--- src/hw/rtl/inv256_pkg.sv ---
// Shared types and constants for the 256-bit inverse modulo 2^256 block.
package inv256_pkg;

  localparam int unsigned LIMB_BITS  = 64;
  localparam int unsigned TOTAL_BITS = 256;

  // One input beat: the operand, most significant limb first.
  typedef struct packed {
    logic [LIMB_BITS-1:0] value_limb3;
    logic [LIMB_BITS-1:0] value_limb2;
    logic [LIMB_BITS-1:0] value_limb1;
    logic [LIMB_BITS-1:0] value_limb0;
  } value_t;

  // One output beat: the inverse and the even-operand flag.
  typedef struct packed {
    logic [LIMB_BITS-1:0] inverse_limb3;
    logic [LIMB_BITS-1:0] inverse_limb2;
    logic [LIMB_BITS-1:0] inverse_limb1;
    logic [LIMB_BITS-1:0] inverse_limb0;
    logic                 not_invertible;
  } inverse_t;

  // Contents of one pipeline stage register.
  typedef struct packed {
    logic                  valid;
    logic [TOTAL_BITS-1:0] operand;
    logic [TOTAL_BITS-1:0] residual;
    logic [TOTAL_BITS-1:0] partial;
  } stage_t;

endpackage

--- src/hw/rtl/inv256_stage.sv ---
// One bit step of the Hensel lifting pipeline: settles one bit of the inverse.
module inv256_stage #(
  parameter int unsigned BIT_POS = 0
) (
  input  logic                 clk,
  input  logic                 rst,
  input  logic                 advance,
  input  inv256_pkg::stage_t   stage_in,
  output inv256_pkg::stage_t   stage_out
);

  logic [inv256_pkg::TOTAL_BITS-1:0] shifted;
  inv256_pkg::stage_t                stage_next;

  // Where the residual still has this bit set, take the shifted operand off it
  // and set the same bit of the inverse. For an odd operand, lower residual bits are already zero.
  always_comb begin
    shifted    = stage_in.operand << BIT_POS;
    stage_next = stage_in;
    if (stage_in.residual[BIT_POS]) begin
      stage_next.residual         = stage_in.residual - shifted;
      stage_next.partial[BIT_POS] = 1'b1;
    end
  end

  // Stage register; only the valid bit is reset.
  always_ff @(posedge clk) begin
    if (rst) begin
      stage_out.valid <= 1'b0;
    end else if (advance) begin
      stage_out.valid <= stage_next.valid;
    end
    if (advance) begin
      stage_out.operand  <= stage_next.operand;
      stage_out.residual <= stage_next.residual;
      stage_out.partial  <= stage_next.partial;
    end
  end

endmodule

--- config.mk ---
export PLATFORM = sky130hd
export DESIGN_NAME = inv256_stage
export DESIGN_NICKNAME = d
export VERILOG_FILES = /design/src/hw/rtl/inv256_pkg.sv /design/src/hw/rtl/inv256_stage.sv
export SDC_FILE = /design/constraint.sdc
export NUM_CORES = 1
export LEC_CHECK = 0
export BUFFER_PORTS_ARGS = -buffer_cell sky130_fd_sc_hd__buf_2
export CAP_MARGIN = 5
export CORE_AREA = 8 8 595 597
export DETAILED_ROUTE_END_ITERATION = 12
export DIE_AREA = 0 0 603 605
export PLACE_DENSITY = 0.39
export SLEW_MARGIN = 25
export SYNTH_ARGS = -nofsm -noshare
export SYNTH_HDL_FRONTEND = slang
export SYNTH_SLANG_ARGS = --single-unit
--- constraint.sdc ---
create_clock -name clk -period 6.1 [get_ports clk]
set_input_delay 0.61 -clock clk [delete_from_list [all_inputs] [get_ports clk]]
set_output_delay 0.61 -clock clk [all_outputs]
set_load 0.01 [all_outputs]
==> flow_summary.yaml <==
run_status:
  status: "completed"
timing:
  fin_crit_ps: 6050
  fmax_ghz: 0.165
  hold_viol_final: 0
  worst-slew-pin-transition_ps: 1070
  tns_ps: 0
  setup_viol: 0
  slew_headroom_pct: 28.7
  clock_skew_ps: 0
  drv_slew: 0
  rsz0062_at_grt: "true"
  fin_crit_sh_pct: 99.2
  finalWorstSetupSlack_ps: 50.0
pwr:
  ir_drop_mv: 0.227
  p_per_area_nw_per_um2: 275
  leakage_nw: 28.2
final_layout:
  drive_gt1_share_pct: 32.6
  area_growth_pct: 51.7
  fin_area_sq_um: 69300
  top_regs: "stage_out x769"
  nNetsFinal: 7567
  largest_reg_flops: 769
  max_flop_register: "stage_out"
yosys:
  yosysTopAreaCellShare_pct: 50.4
  synth.most_common_cell: "edfxtp_1"
  synth_nets: 5379
  synth_top_area_cell: "edfxtp_1"
  synth-edff-count: 768
  syn_area_per_cell_sq_um: 10.5
  synth.area.top_cells: "edfxtp_1 50%, ha_1 7.0%, mux2_2 5.6%"
  ys_warn_count: 0
  synth_common_cells: "768 x edfxtp_1, 467 x a21oi_1, 360 x inv_1"
  synth_ff_type: "edfxtp_1"
  syn_area_sq_um: 45700
  synth-async-reset-ratio_pct: 0
  ys_types: 85
  yosysSeqAreaShare_pct: 50.5
  syn_inst: 4351
  ys_seq_elements: 769
global_routing:
  grt_pass1_wl_mm: 479
  grt_overflow: 0
  grt_start_max_net_pins: 143
  grt_pass1_vias: 47597
  antenna_found_initial: 168
  grt_use_total_pct: 19.5
clock_tree:
  cts_max_level: 3
  clk_pin_slew_ps: 60
  cts_tree: "yes"
  post_cts_buffers: 0
  numCtsBuffers: 113
  clk_latency_ps: 780
  cts.sinks: 769
  clock_path_buffers: 4
  cts-root-buf: "clkbuf_16"
worst_setup_path:
  critPathCaptureType: "flip-flop"
  r2r-start: "stage_out[768]"
  cp_max_fo: 3
  critPathLaunchType: "input port"
  ff2ff_setup_slack_ps: 4930
  path_class: "input port to flip-flop"
  worstRegToRegCells: 3
  required_ps: 6670
  crit_arrival_ps: 6620
  crit_start: "stage_in[512]"
  reg2reg_to: "stage_out[768]"
die:
  dieWidth_um: 603
  ios: 1541
  core_sq_um: 345000
  initial_core_util_pct: 13.3
  rows: 216
  die_h_um: 605
  die_area_sq_um: 365000
place:
  postPlaceCellArea_sq_um: 59800
  port_buffers: 1540
  dp_hpwl_mm: 324
  routabilityCongestion: 0.916
  pre_cts_ws_ps: -273
route:
  drtIter0Drc: 3872
  wl_per_cell_um: 33.2
  avgViaCountPerCell: 4.18
  drtAntennaViolNets: 0
  drtPass1Iterations: 7
  routed_wl_mm: 374
  route.detailed.drc: 0
  vias: 47064
hold_path:
  holdPathStages: 1
  hold_end: "stage_out[516]"
  min-delay-path-class: "input port to flip-flop"
  hold_start: "stage_in[516]"
run:
  max-cap-violations: 0
[placed cells by master, fill, tap and decap left out, drive strengths merged, types with 45 or more instances in the layout]
cell / Yosys / final
ha: 255 / 255
a21oi: 468 / 468
o21a: 45 / 45
clkbuf: 163 / 130
o21ai: 297 / 297
xor2: 88 / 88
dlygate4sd3: 0 / 555
buf: 18 / 1699
nand2: 360 / 360
xnor2: 154 / 154
mux2: 226 / 226
edfxtp: 768 / 768
a21o: 123 / 123
o21bai: 101 / 101
diode: 0 / 59
nor2: 276 / 276
nor3: 79 / 79
inv: 361 / 366
nand4: 158 / 158
[stage by stage]
| step | util, % | power [mW] | std cells | hold slack [ps] |
|---|---|---|---|---|
| finish | 20.1 | 19.1 | 11264 | 86.3 |
| detailed placement | 17.4 | 11.8 | 10447 | 497 |
| global route | 20.1 | 19.8 | 11234 | 12.2 |
| floorplan | - | 8.87 | 4351 | 528 |
| global placement | 17.4 | 11.9 | 10447 | 478 |
| CTS | 20.1 | 19.4 | 11205 | 0.0251 |
[logic make-up (layout without fill, tap and decap cells)]
group           Yosys count  count (layout)  synth area share, %
compound gates         1262            1262                 16.9
xor+xnor                242             242                 4.64
fa+ha+maj               256             256                 7.02
buf+inv                 542            2818                 4.49
flops                   769             769                 50.5
mux                     229             229                 5.63
other cells               0              59                    0
simple gates           1051            1051                 10.8
[layer usage]
metal	up-vias	GRT usage, %	routed length [um]	part of all wire [%]
met4	64	8.14	19200	5.1
met2	2194	34.3	184000	49
met3	518	5.25	27900	7.5
met5	-	0	416	0.11
li1	20584	-	-	-
met1	23704	22.1	143000	38
[area by class of cell]
class	instances	area, sq um
fillers	38178	275000
flip-flops and latches	769	23100
multi-input cells	3040	20600
repair buffers	2254	14600
well taps	4578	5730
clock buffers	130	2910
inverters	361	1360
clock inverters	73	880
diodes	59	148
[how the worst max path moves through the flow]
stage | to | slack, ps | cells past startpoint
after floorplan | stage_out[510] | 1150 | 20
after global placement | stage_out[508] | -470 | 21
after detailed placement | stage_out[492] | -270 | 21
after CTS | stage_out[508] | 30 | 22
after global routing | stage_out[511] | -30 | 19
final | stage_out[508] | 50 | 22
[report_power, final]
part / switching (mW) / internal (mW) / leakage (nW)
Sequential: 0.269 / 6.46 / 7.52
Combinational: 3.46 / 1.87 / 18.9
Clock: 2.97 / 4.07 / 1.80
Total: 6.70 / 12.4 / 28.2
[worst max-delay path: stages]
cell and delay, ps:
dlygate4sd3_1 570, buf_2 150, ha_1 210, fa_1 410
nor2b_1 200, o21ai_0 130, a21oi_1 550, buf_4 230
o211ai_1 120, a31oi_1 270, o21ai_1 180, o22a_1 390
a21oi_2 240, buf_12 170, o2111ai_1 350, a2111oi_1 730
buf_4 260, o21ai_0 120, a31oi_1 220, buf_4 170
nor3_1 50, o31ai_1 280
[timing repair]
item / in CTS / in global routing
gates resized for setup: 0 / 4
hold buffers: 555 / 0
endpoints found under the setup margin: 0 / 7
hold endpoints to repair: 554 / 0
Power figures use the tool's default switching activity.
